--- src/hdl/stepped_freq_governor_with_floor_unit_macros.svh ---
// ----------------------------------------------------------------------------
// Assertion macros for the stepped frequency governor
// Concurrent checks on clock, quietened while reset is high. They expand to
// nothing when SYNTH is defined.
// ----------------------------------------------------------------------------
`ifndef STEPPED_FREQ_GOVERNOR_WITH_FLOOR_UNIT_MACROS_SVH
`define STEPPED_FREQ_GOVERNOR_WITH_FLOOR_UNIT_MACROS_SVH

`ifndef SYNTH

`define SFG_ASSERT_SAME(label, ante, cons) \
   label: assert property (@(posedge clock) disable iff (reset) (ante) |-> (cons)) \
      else $error("governor check failed");

`define SFG_ASSERT_NEXT(label, ante, cons) \
   label: assert property (@(posedge clock) disable iff (reset) (ante) |=> (cons)) \
      else $error("governor check failed");

`else

`define SFG_ASSERT_SAME(label, ante, cons)

`define SFG_ASSERT_NEXT(label, ante, cons)

`endif

`endif

--- src/hdl/sfg_pkg.sv ---
// ----------------------------------------------------------------------------
// Stepped frequency governor package
// Beat types, register indexes and the constants of the division by one
// hundred that turns percentages of the maximum frequency into kHz.
// ----------------------------------------------------------------------------
package sfg_pkg;

   localparam int FREQ_BITS = 24;
   localparam int PCT_BITS = 7;
   localparam int ADDR_BITS = 5;
   localparam int DATA_BITS = 32;

   localparam int QUOT_BITS = FREQ_BITS - 6;
   localparam int RECIP_SHIFT = FREQ_BITS + 7;
   localparam int RECIP_BITS = FREQ_BITS + 1;
   localparam logic [63:0] RECIP_WIDE = (64'd1 << RECIP_SHIFT) / 64'd100;
   localparam logic [RECIP_BITS-1:0] FREQ_RECIP = RECIP_WIDE[RECIP_BITS-1:0];

   localparam int SMALL_BITS = 2 * PCT_BITS;
   localparam int PCT_RECIP_SHIFT = 20;
   localparam logic [SMALL_BITS-1:0] PCT_RECIP = 14'd10486;

   localparam int REM_BITS = 8;
   localparam logic [REM_BITS-1:0] HUNDRED = 8'd100;

   localparam int SCALE_LATENCY = 5;
   localparam int SETTLE_BITS = $clog2(SCALE_LATENCY);
   localparam logic [SETTLE_BITS-1:0] SETTLE_LOAD = SETTLE_BITS'(SCALE_LATENCY - 1);

   localparam logic [FREQ_BITS-1:0] MAX_FREQ_RESET = '1;
   localparam logic [FREQ_BITS-1:0] MIN_FREQ_RESET = '0;
   localparam logic [PCT_BITS-1:0] UP_THRESHOLD_RESET = 7'd80;
   localparam logic [PCT_BITS-1:0] DOWN_THRESHOLD_RESET = 7'd30;
   localparam logic [PCT_BITS-1:0] STEP_PCT_RESET = 7'd8;
   localparam logic [PCT_BITS-1:0] HISPEED_PCT_RESET = 7'd70;

   typedef enum logic [2:0] {
      REG_MAX_FREQ       = 3'd0,
      REG_MIN_FREQ       = 3'd1,
      REG_UP_THRESHOLD   = 3'd2,
      REG_DOWN_THRESHOLD = 3'd3,
      REG_STEP_PCT       = 3'd4,
      REG_HISPEED_PCT    = 3'd5
   } reg_index_type;

   typedef struct packed {
      logic [PCT_BITS-1:0]  load_pct;
      logic [FREQ_BITS-1:0] cur_freq;
   } req_beat_type;

   typedef struct packed {
      logic                 request_valid;
      logic [FREQ_BITS-1:0] target_freq;
      logic                 relation_high;
      logic                 floor_armed;
   } rsp_beat_type;

   typedef struct packed {
      logic [FREQ_BITS:0]   step;
      logic [FREQ_BITS-1:0] hispeed_freq;
   } scale_type;

endpackage

--- src/hdl/sfg_scale.sv ---
// ----------------------------------------------------------------------------
// Step and floor scaling
// Pipeline that derives the step size and the floor frequency from the
// maximum frequency and the two percentages, splitting the maximum into a
// quotient and remainder by one hundred so that no wide divider is needed.
// ----------------------------------------------------------------------------
module sfg_scale (
   input  logic                             clock,
   input  logic [sfg_pkg::FREQ_BITS-1:0]    max_freq,
   input  logic [sfg_pkg::PCT_BITS-1:0]     step_pct,
   input  logic [sfg_pkg::PCT_BITS-1:0]     hispeed_pct,
   output sfg_pkg::scale_type               scale
);
   import sfg_pkg::*;

   localparam int LO_BITS = FREQ_BITS / 2;
   localparam int HI_BITS = FREQ_BITS - LO_BITS;
   localparam int PH_BITS = HI_BITS + RECIP_BITS;
   localparam int PL_BITS = LO_BITS + RECIP_BITS;
   localparam int FULL_BITS = FREQ_BITS + RECIP_BITS;
   localparam int PA_BITS = QUOT_BITS + PCT_BITS;
   localparam int PQ_BITS = 2 * SMALL_BITS;

   logic [PH_BITS-1:0]    pp_hi_ff, pp_hi_in;
   logic [PL_BITS-1:0]    pp_lo_ff, pp_lo_in;
   logic [FULL_BITS-1:0]  full_sum;
   logic [QUOT_BITS-1:0]  q_est_ff, q_est_in;
   logic [FREQ_BITS-1:0]  rem_full;
   logic [REM_BITS-1:0]   rem_low;
   logic [QUOT_BITS-1:0]  quot_ff, quot_in;
   logic [PCT_BITS-1:0]   rem_ff, rem_in;
   logic [PA_BITS-1:0]    step_a_ff, step_a_in, floor_a_ff, floor_a_in;
   logic [SMALL_BITS-1:0] step_b_ff, step_b_in, floor_b_ff, floor_b_in;
   logic [QUOT_BITS-1:0]  quot_d_ff;
   logic [PQ_BITS-1:0]    step_q_prod, floor_q_prod;
   logic [FREQ_BITS:0]    step_raw, floor_raw;
   scale_type             scale_ff, scale_in;

   always_comb begin
      pp_hi_in = PH_BITS'(max_freq[FREQ_BITS-1:LO_BITS]) * PH_BITS'(FREQ_RECIP);
      pp_lo_in = PL_BITS'(max_freq[LO_BITS-1:0]) * PL_BITS'(FREQ_RECIP);

      full_sum = (FULL_BITS'(pp_hi_ff) << LO_BITS) + FULL_BITS'(pp_lo_ff);
      q_est_in = full_sum[RECIP_SHIFT +: QUOT_BITS];

      rem_full = max_freq - FREQ_BITS'(q_est_ff) * FREQ_BITS'(HUNDRED);
      rem_low = rem_full[REM_BITS-1:0];
      if (rem_low >= HUNDRED) begin
         quot_in = q_est_ff + QUOT_BITS'(1);
         rem_in = PCT_BITS'(rem_low - HUNDRED);
      end else begin
         quot_in = q_est_ff;
         rem_in = rem_low[PCT_BITS-1:0];
      end

      step_a_in = PA_BITS'(step_pct) * PA_BITS'(quot_ff);
      floor_a_in = PA_BITS'(hispeed_pct) * PA_BITS'(quot_ff);
      step_b_in = SMALL_BITS'(step_pct) * SMALL_BITS'(rem_ff);
      floor_b_in = SMALL_BITS'(hispeed_pct) * SMALL_BITS'(rem_ff);

      step_q_prod = PQ_BITS'(step_b_ff) * PQ_BITS'(PCT_RECIP);
      floor_q_prod = PQ_BITS'(floor_b_ff) * PQ_BITS'(PCT_RECIP);
      step_raw = (FREQ_BITS + 1)'(step_a_ff)
               + (FREQ_BITS + 1)'(step_q_prod[PCT_RECIP_SHIFT +: PCT_BITS]);
      floor_raw = (FREQ_BITS + 1)'(floor_a_ff)
                + (FREQ_BITS + 1)'(floor_q_prod[PCT_RECIP_SHIFT +: PCT_BITS]);

      if (step_raw == '0) begin
         scale_in.step = (FREQ_BITS + 1)'(quot_d_ff);
      end else begin
         scale_in.step = step_raw;
      end
      if (floor_raw > (FREQ_BITS + 1)'(max_freq)) begin
         scale_in.hispeed_freq = max_freq;
      end else begin
         scale_in.hispeed_freq = floor_raw[FREQ_BITS-1:0];
      end
   end

   always_ff @(posedge clock) begin
      pp_hi_ff <= pp_hi_in;
      pp_lo_ff <= pp_lo_in;
      q_est_ff <= q_est_in;
      quot_ff <= quot_in;
      rem_ff <= rem_in;
      step_a_ff <= step_a_in;
      floor_a_ff <= floor_a_in;
      step_b_ff <= step_b_in;
      floor_b_ff <= floor_b_in;
      quot_d_ff <= quot_ff;
      scale_ff <= scale_in;
   end

   assign scale = scale_ff;

endmodule

--- src/hdl/stepped_freq_governor_with_floor_unit.sv ---
// ----------------------------------------------------------------------------
// Stepped frequency governor with hispeed floor
// Takes one beat per clock while req_stall is low and returns one result beat
// per input beat; a beat waits in the input register until the result register
// is free. The decision is a single pass of compares, an add and a subtract
// between the input and result registers, so back-to-back beats run at one per
// cycle while rsp_stall is low. Step size and floor frequency come from a
// five-stage scaling pipeline fed by the registers, so req_stall is held high
// after reset and after every register write while that pipeline refreshes.
// ----------------------------------------------------------------------------
`include "stepped_freq_governor_with_floor_unit_macros.svh"

module stepped_freq_governor_with_floor_unit (
   input  logic                            clock,
   input  logic                            reset,
   input  logic                            req_valid,
   output logic                            req_stall,
   input  sfg_pkg::req_beat_type           req_data,
   output logic                            rsp_valid,
   input  logic                            rsp_stall,
   output sfg_pkg::rsp_beat_type           rsp_data,
   input  logic                            psel,
   input  logic                            penable,
   input  logic                            pwrite,
   input  logic [sfg_pkg::ADDR_BITS-1:0]   paddr,
   input  logic [sfg_pkg::DATA_BITS-1:0]   pwdata,
   output logic [sfg_pkg::DATA_BITS-1:0]   prdata,
   output logic                            pready
);
   import sfg_pkg::*;

   logic [FREQ_BITS-1:0]   max_freq_ff, min_freq_ff;
   logic [PCT_BITS-1:0]    up_threshold_ff, down_threshold_ff, step_pct_ff, hispeed_pct_ff;
   logic [SETTLE_BITS-1:0] settle_ff, settle_in;
   reg_index_type          reg_index;
   logic                   cfg_write;
   scale_type              scale;

   logic                   in_valid_ff, in_valid_in;
   req_beat_type           in_ff;
   logic                   out_valid_ff, out_valid_in;
   rsp_beat_type           out_ff, out_in;
   logic [FREQ_BITS-1:0]   last_request_ff;
   logic                   request_known_ff, floor_on_ff;
   logic                   req_accept, advance;

   logic [FREQ_BITS-1:0]   base;
   logic [FREQ_BITS+1:0]   up_sum;
   logic [FREQ_BITS-1:0]   target;
   logic                   step_up, load_low, floor_next;

   assign pready = 1'b1;
   assign cfg_write = psel && penable && pwrite;
   assign reg_index = reg_index_type'(paddr[ADDR_BITS-1:2]);

   always_comb begin
      case (reg_index)
         REG_MAX_FREQ:       prdata = DATA_BITS'(max_freq_ff);
         REG_MIN_FREQ:       prdata = DATA_BITS'(min_freq_ff);
         REG_UP_THRESHOLD:   prdata = DATA_BITS'(up_threshold_ff);
         REG_DOWN_THRESHOLD: prdata = DATA_BITS'(down_threshold_ff);
         REG_STEP_PCT:       prdata = DATA_BITS'(step_pct_ff);
         REG_HISPEED_PCT:    prdata = DATA_BITS'(hispeed_pct_ff);
         default:            prdata = '0;
      endcase
   end

   always_ff @(posedge clock) begin
      if (reset) begin
         max_freq_ff <= MAX_FREQ_RESET;
         min_freq_ff <= MIN_FREQ_RESET;
         up_threshold_ff <= UP_THRESHOLD_RESET;
         down_threshold_ff <= DOWN_THRESHOLD_RESET;
         step_pct_ff <= STEP_PCT_RESET;
         hispeed_pct_ff <= HISPEED_PCT_RESET;
      end else if (cfg_write) begin
         case (reg_index)
            REG_MAX_FREQ:       max_freq_ff <= pwdata[FREQ_BITS-1:0];
            REG_MIN_FREQ:       min_freq_ff <= pwdata[FREQ_BITS-1:0];
            REG_UP_THRESHOLD:   up_threshold_ff <= pwdata[PCT_BITS-1:0];
            REG_DOWN_THRESHOLD: down_threshold_ff <= pwdata[PCT_BITS-1:0];
            REG_STEP_PCT:       step_pct_ff <= pwdata[PCT_BITS-1:0];
            REG_HISPEED_PCT:    hispeed_pct_ff <= pwdata[PCT_BITS-1:0];
            default: begin
            end
         endcase
      end
   end

   sfg_scale u_scale (
      .clock       (clock),
      .max_freq    (max_freq_ff),
      .step_pct    (step_pct_ff),
      .hispeed_pct (hispeed_pct_ff),
      .scale       (scale)
   );

   always_comb begin
      if (cfg_write) begin
         settle_in = SETTLE_LOAD;
      end else if (settle_ff != '0) begin
         settle_in = settle_ff - SETTLE_BITS'(1);
      end else begin
         settle_in = settle_ff;
      end
   end

   assign advance = in_valid_ff && (!out_valid_ff || !rsp_stall);
   assign req_stall = (settle_ff != '0) || (in_valid_ff && !advance);
   assign req_accept = req_valid && !req_stall;

   always_comb begin
      if (req_accept) begin
         in_valid_in = 1'b1;
      end else if (advance) begin
         in_valid_in = 1'b0;
      end else begin
         in_valid_in = in_valid_ff;
      end
      if (advance) begin
         out_valid_in = 1'b1;
      end else if (rsp_valid && !rsp_stall) begin
         out_valid_in = 1'b0;
      end else begin
         out_valid_in = out_valid_ff;
      end
   end

   always_comb begin
      if (!request_known_ff || last_request_ff > max_freq_ff
          || last_request_ff < min_freq_ff) begin
         base = in_ff.cur_freq;
      end else begin
         base = last_request_ff;
      end
      step_up = in_ff.load_pct > up_threshold_ff;
      load_low = in_ff.load_pct < down_threshold_ff;
      up_sum = (FREQ_BITS + 2)'(base) + (FREQ_BITS + 2)'(scale.step);
      floor_next = floor_on_ff;
      target = base;
      out_in.request_valid = 1'b0;
      out_in.relation_high = 1'b0;
      if (step_up) begin
         floor_next = 1'b1;
         if (up_sum > (FREQ_BITS + 2)'(max_freq_ff)) begin
            target = max_freq_ff;
         end else begin
            target = up_sum[FREQ_BITS-1:0];
         end
         out_in.request_valid = 1'b1;
         out_in.relation_high = 1'b1;
      end else begin
         if (load_low) begin
            floor_next = 1'b0;
         end
         if (floor_next) begin
            if (base < scale.hispeed_freq) begin
               target = scale.hispeed_freq;
            end
         end else if (load_low) begin
            if ((FREQ_BITS + 1)'(base) > scale.step) begin
               target = base - scale.step[FREQ_BITS-1:0];
            end else begin
               target = '0;
            end
         end
         if (target < min_freq_ff) begin
            target = min_freq_ff;
         end
         out_in.request_valid = target != in_ff.cur_freq;
      end
      out_in.target_freq = target;
      out_in.floor_armed = floor_next;
   end

   always_ff @(posedge clock) begin
      if (reset) begin
         settle_ff <= SETTLE_LOAD;
         in_valid_ff <= 1'b0;
         out_valid_ff <= 1'b0;
         last_request_ff <= '0;
         request_known_ff <= 1'b0;
         floor_on_ff <= 1'b0;
      end else begin
         settle_ff <= settle_in;
         in_valid_ff <= in_valid_in;
         out_valid_ff <= out_valid_in;
         if (advance) begin
            last_request_ff <= target;
            request_known_ff <= 1'b1;
            floor_on_ff <= floor_next;
         end
      end
   end

   always_ff @(posedge clock) begin
      if (req_accept) begin
         in_ff <= req_data;
      end
      if (advance) begin
         out_ff <= out_in;
      end
   end

   assign rsp_valid = out_valid_ff;
   assign rsp_data = out_ff;

   `SFG_ASSERT_NEXT(a_no_accept_after_write, cfg_write, !req_accept)
   `SFG_ASSERT_NEXT(a_advance_shows_result, advance, rsp_valid)
   `SFG_ASSERT_NEXT(a_held_while_blocked, in_valid_ff && out_valid_ff && rsp_stall, in_valid_ff)
   `SFG_ASSERT_SAME(a_step_up_issues, rsp_valid && rsp_data.relation_high, rsp_data.request_valid && rsp_data.floor_armed)

endmodule
--- config.mk ---
export PLATFORM = sky130hd
export DESIGN_NAME = stepped_freq_governor_with_floor_unit
export DESIGN_NICKNAME = d
export VERILOG_FILES = /design/src/hdl/sfg_pkg.sv /design/src/hdl/sfg_scale.sv /design/src/hdl/stepped_freq_governor_with_floor_unit.sv
export VERILOG_INCLUDE_DIRS = /design/src /design/src/hdl
export SDC_FILE = /design/constraint.sdc
export NUM_CORES = 2
export LEC_CHECK = 0
export ABC_AREA = 1
export CAP_MARGIN = 20
export CORE_MARGIN = 4
export CORE_UTILIZATION = 55
export CTS_CLUSTER_DIAMETER = 120
export DETAILED_ROUTE_END_ITERATION = 10
export DONT_BUFFER_PORTS = 1
export PLACE_DENSITY = 0.78
export SLEW_MARGIN = 40
export SYNTH_ARGS = -nofsm -noshare
export SYNTH_HDL_FRONTEND = slang
export SYNTH_SLANG_ARGS = --single-unit
--- constraint.sdc ---
create_clock -name clock -period 7.3 [get_ports clock]
set_input_delay 1.095 -clock clock [delete_from_list [all_inputs] [get_ports clock]]
set_output_delay 1.095 -clock clock [all_outputs]
set_load 0.02 [all_outputs]
# Word-level counts from Yosys, hierarchy flattened
# Index checks and enable logic that the tools add are counted.
# word_totals
regBits	423
ram_bits	0
n_memories	0
inputBits	75
wordCells	115
rom_bits	0
latchBits	0
output_inout_bits	62
# classes
n_mul	9
eq_ne	6
shift	0
n_reduce_logical	27
bitwise_logic	0
n_mux	23
magnitude_cmp	10
n_addsub	9
div_mod_pow	0
# ops
cell	n
$mux W24	11
$pmux W24 S6	1
$lt A24 B24 Y1	3
$mul A12 B23 Y35 const B	2
$mul A14 B13 Y26 const B	2
$add A25 B7 Y25	2
$mul A7 B18 Y25	2
$add A49 B37 Y49	1
$mux W18	2
$mul A7 B7 Y14	2
$add A24 B25 Y26	1
$gt A26 B24 Y1	1
$gt A24 B25 Y1	1
$gt A25 B24 Y1	1
$logic_not A25 Y1	1
$gt A24 B24 Y1	1
$ne A24 B24 Y1	1
$sub A24 B24 Y24	1
$add A18 B1 Y18 const B	1
$mul A18 B5 Y6 const B	1
$reduce_and A2 Y1	6
$ge A8 B7 Y1 const B	1
$mux W1	8
$sub A8 B8 Y8	1
other kinds (15)	30

# Longest topological paths before layout
# logic_depth
word_depth	13
ltp_mapped	56
mapped_depth_nobuf	54

# Modules after synthesis
# A second synthesis with hierarchy kept.
# hier_totals
hier_cells	6444
area_unflattened_um2	50348.3
# by_module_without_submodules
module	seq_area_each_um2	n_inst	area_each_um2	cells_each
sfg_scale	4924.7	1	36498.8	4510
stepped_freq_governor_with_floor_unit	3883.7	1	13849.5	1934

# Worst setup path after synthesis
# Ideal clock, no wire load.
# synth_timing
path_type	reg-to-reg
startpoint	register u_scale.floor_b_ff[1]
endpoint	register u_scale.scale_ff, in the netlist u_scale.scale[1]
arrival_time_ns	7.930
path_stages_with_launch	55
setup_ns	0.127
slack_ns	-0.758
synth_period_minus_slack_ns	8.058
required_ns	7.173
n_path_buf	2
cell_sequence	dfxtp_1 -> inv_1 -> fa_1 -> inv_1 -> ha_1 -> inv_1 -> fa_1 -> inv_1 -> ha_1 -> inv_1 -> fa_1 -> inv_1 -> ha_1 -> a21oi_1 -> nand2_1 -> a21oi_1 -> o21ai_0 -> nand3_1 -> [19 not listed] -> nand4_1 -> nor2_1 -> nand4_1 -> nor3_1 -> nand2_1 -> nor2_1 -> xor2_1 -> inv_1 -> ha_1 -> nand2_1 -> nor4_1 -> nand4_1 -> nor4b_1 -> o21ai_0 -> nor2_1 -> buf_4 -> buf_2 -> o21ai_0
# synth_rtl
element	line_no	text
from (decl)	sfg_scale.sv:33	logic [SMALL_BITS-1:0] step_b_ff, step_b_in, floor_b_ff, floor_b_in;
from (signal assigned)	sfg_scale.sv:89	floor_b_ff <= floor_b_in;
to (signal assigned)	sfg_scale.sv:91	scale_ff <= scale_in;
to (decl)	sfg_scale.sv:37	scale_type scale_ff, scale_in;

==> impl_metrics.py <==
metrics = {
    "status": {
        "status": "finished with violations",
        "violations": "negative setup slack",
    },
    "detailed_routing": {
        "wirelength_mm": 134,
        "drt_first_pass_iters": 6,
        "vias_per_cell": 5.56,
        "num_vias": 39400,
        "ant_nets": 0,
        "route.detailed.drc": 0,
        "routedWlPerCell_um": 18.9,
        "drt_iter0_drc": 3244,
    },
    "placement": {
        "dp_hpwl_mm": 106,
        "portBuffers": 0,
        "pre_cts_ws_ns": -1.34,
        "routabilityCongestion": 0.996,
    },
    "timing": {
        "finalWorstSetupSlack_ns": -1.41,
        "worst_pin_slew_ns": 0.950,
        "clock.fmax_mhz": 115,
        "fin_crit_ns": 8.71,
        "max_slew_margin_pct": 36.6,
        "hold_violations": 0,
        "skew_ns": 0.0191,
        "drv_slew": 0,
        "fin_crit_sh_pct": 119,
        "setup_viol": 44,
        "rsz0062_at_grt": "yes",
    },
    "layout": {
        "fillCellCount": 6609,
        "fin_util_pct": 63.7,
        "layout-drive-gt1-share_pct": 13.0,
        "syn_to_final_growth_pct": 14.3,
        "fin_nets": 7259,
    },
    "worst_setup_path": {
        "max_stage_delay_ns": 0.53,
        "r2r_start": "u_scale.floor_b_ff[8]",
        "cp_num_buf_inv": 8,
        "cp.arrival_ns": 9.18,
        "crit_type": "reg2reg",
        "crit_family": "adder cells",
        "crit_slowest_cell": "fa_1",
        "rr_worst_depth": 48,
        "regToRegSetupSlack_ns": -1.41,
        "cp_num_cells": 48,
        "critical_path.max_fanout": 12,
        "crit_start": "u_scale.floor_b_ff[8]",
        "start_kind": "flop",
        "rr_endpoint": "u_scale.scale[22]",
        "critPathCapture": "u_scale.scale[22]",
        "endpoint_kind": "flop",
        "required_ns": 7.76,
        "crit_top_cell": "inv_1",
    },
    "floorplan": {
        "fp.dieW_um": 300,
        "ios": 137,
        "row_count": 106,
        "initial_core_util_pct": 55.7,
        "die_h_um": 300,
        "die_area_sq_um": 89700,
        "fp.coreArea_sq_um": 84000,
    },
    "synth": {
        "synth_most_common_cell": "inv_1",
        "ys_seq_area_share_pct": 18.8,
        "synth_common_cells": "inv_1 (1,238), nand2_1 (911), ha_1 (783)",
        "ys_types": 66,
        "synth_edf_count": 58,
        "synthTopCellsByArea": "ha_1 (21%), fa_1 (21%), dfxtp_1 (15%)",
        "synth-seq-cells": 411,
        "syn_avg_cell_area_sq_um": 8.33,
        "synth_top_cell_area_share_pct": 21.0,
        "yosysTopAreaCell": "ha_1",
        "ys.flop_type": "dfxtp_1",
        "async_reset_ff_share_pct": 0,
        "syn_inst": 5613,
        "ys_warn_count": 0,
        "syn_area_sq_um": 46700,
    },
    "grt": {
        "grt_pass1_wl_mm": 208,
        "grt_max_degree": 56,
        "grt_pass1_vias": 39700,
        "grt_usage_pct": 29.1,
        "gr-total-overflow": 0,
        "antenna_found_initial": 1,
    },
    "cts": {
        "ctsHoldBuffers": 0,
        "cts_sinks": 411,
        "root_buffer": "clkbuf_16",
        "numCtsBuffers": 46,
        "cts.clk_slew.worst_paths_ns": 0.06,
        "htree_levels": 2,
        "cts_buffer_depth": 3,
        "cts_tree": "done",
        "insertion_delay_ns": 0.60,
    },
    "hold_path": {
        "hold_path_depth": 1,
        "hp-class": "reg2reg",
        "min_from": "u_scale.q_est_ff[17]",
    },
    "flow_run": {
        "drv_cap": 0,
    },
}
## cells by family after synthesis
| family | after synthesis | share of synthesized area (%) |
|---|---|---|
| AO/OA/AOI/OAI | 854 | 10.5 |
| buffers and inverters | 1404 | 11.5 |
| other | 2 | 0.0161 |
| flip-flops | 411 | 18.8 |
| adder cells (fa/ha/maj) | 1268 | 41.7 |
| AND/OR/NAND/NOR | 1417 | 12.6 |
| XOR/XNOR | 257 | 4.82 |
## through the flow
| step | instance area (sq um) | hold WS, ns | TNS, ns | cells |
|---|---|---|---|---|
| final | 53400 | 0.440 | -47.04 | 7083 |
| after global routing | 53400 | 0.448 | -69.08 | 7082 |
| after CTS | 52600 | 0.442 | -34.21 | 7065 |
| after detailed placement | 50400 | 0.428 | -44.59 | 6961 |
| after global placement | 50400 | 0.429 | -34.62 | 6960 |
| after floorplan | 46800 | 0.386 | -11.85 | 5620 |
## final cells by class
type                            instances  area [sq um]  share of cell area (%)
Multi-Input combinational cell       3805         33700                    63.1
Sequential cell                       411          8870                    16.6
Inverter                             1244          4670                    8.74
Timing Repair Buffer                  408          3250                    6.08
Tap cell                             1134          1420                    2.65
Clock buffer                           56          1230                    2.30
Clock inverter                         24           275                   0.515
Antenna cell                            1          2.50                 0.00468
## layout by cell type, fill, tap and decap left out, drive strengths merged, types with 5 or more instances in the layout
cell type and n:
clkinv 13, o22ai 24, o31ai 10, o2111ai 5, or2 5, clkbuf 56, a21oi 380, nand4 36
a221oi 15, a211oi 13, a31oi 19, nand2 919, a21o 16, nand3b 8, clkinvlp 5, nor4 17
edfxtp 58, dfxtp 353, xnor2 61, conb 9, fa 485, buf 408, o21bai 19, bufinv 5
and2 5, nand3 159, o21a 11, xor2 196, nor2 235, o221ai 10, o211ai 17, nor3 26
inv 1245, o21ai 294, a32oi 10, ha 783
## flip-flops by register name (all words and copies together) (netlist names), 18 cells and up
register,flops
u_scale.quot_ff,18
u_scale.pp_hi_ff,35
max_freq_ff,24
u_scale.pp_lo_ff,23
rsp_data,27
in_ff,31
u_scale.floor_a_ff,25
u_scale.step_a_ff,25
u_scale.quot_d_ff,18
u_scale.q_est_ff,18
u_scale.scale,49
min_freq_ff,24
last_request_ff,24
## per-layer routing
| metal | wire [um] | track usage [%] |
|---|---|---|
| met5 | 9 | 0 |
| met4 | 7290 | 13.2 |
| met3 | 11900 | 5.53 |
| met2 | 62600 | 48.4 |
| met1 | 52100 | 36.9 |
## worst min path at each step
stage                      endpoint  slack [ns]
2_1_floorplan  u_scale.quot_d_ff[0]        0.39
3_3_place_gp    u_scale.quot_ff[17]        0.43
3_5_place_dp    u_scale.quot_ff[17]        0.43
4_1_cts         u_scale.quot_ff[17]        0.44
5_1_grt         u_scale.quot_ff[17]        0.45
6_report        u_scale.quot_ff[17]        0.44
## repair_timing
action,CTS,global route
pin swaps,49,103
buffers inserted,22,30
setup endpoints to repair,46,98
gates cloned,4,0
hold endpoints to repair,0,0
resized for setup,134,155
Power is left out: the tool's default activity adds up to more than one toggle a clock period on the data nets, which glitch-free logic cannot reach.
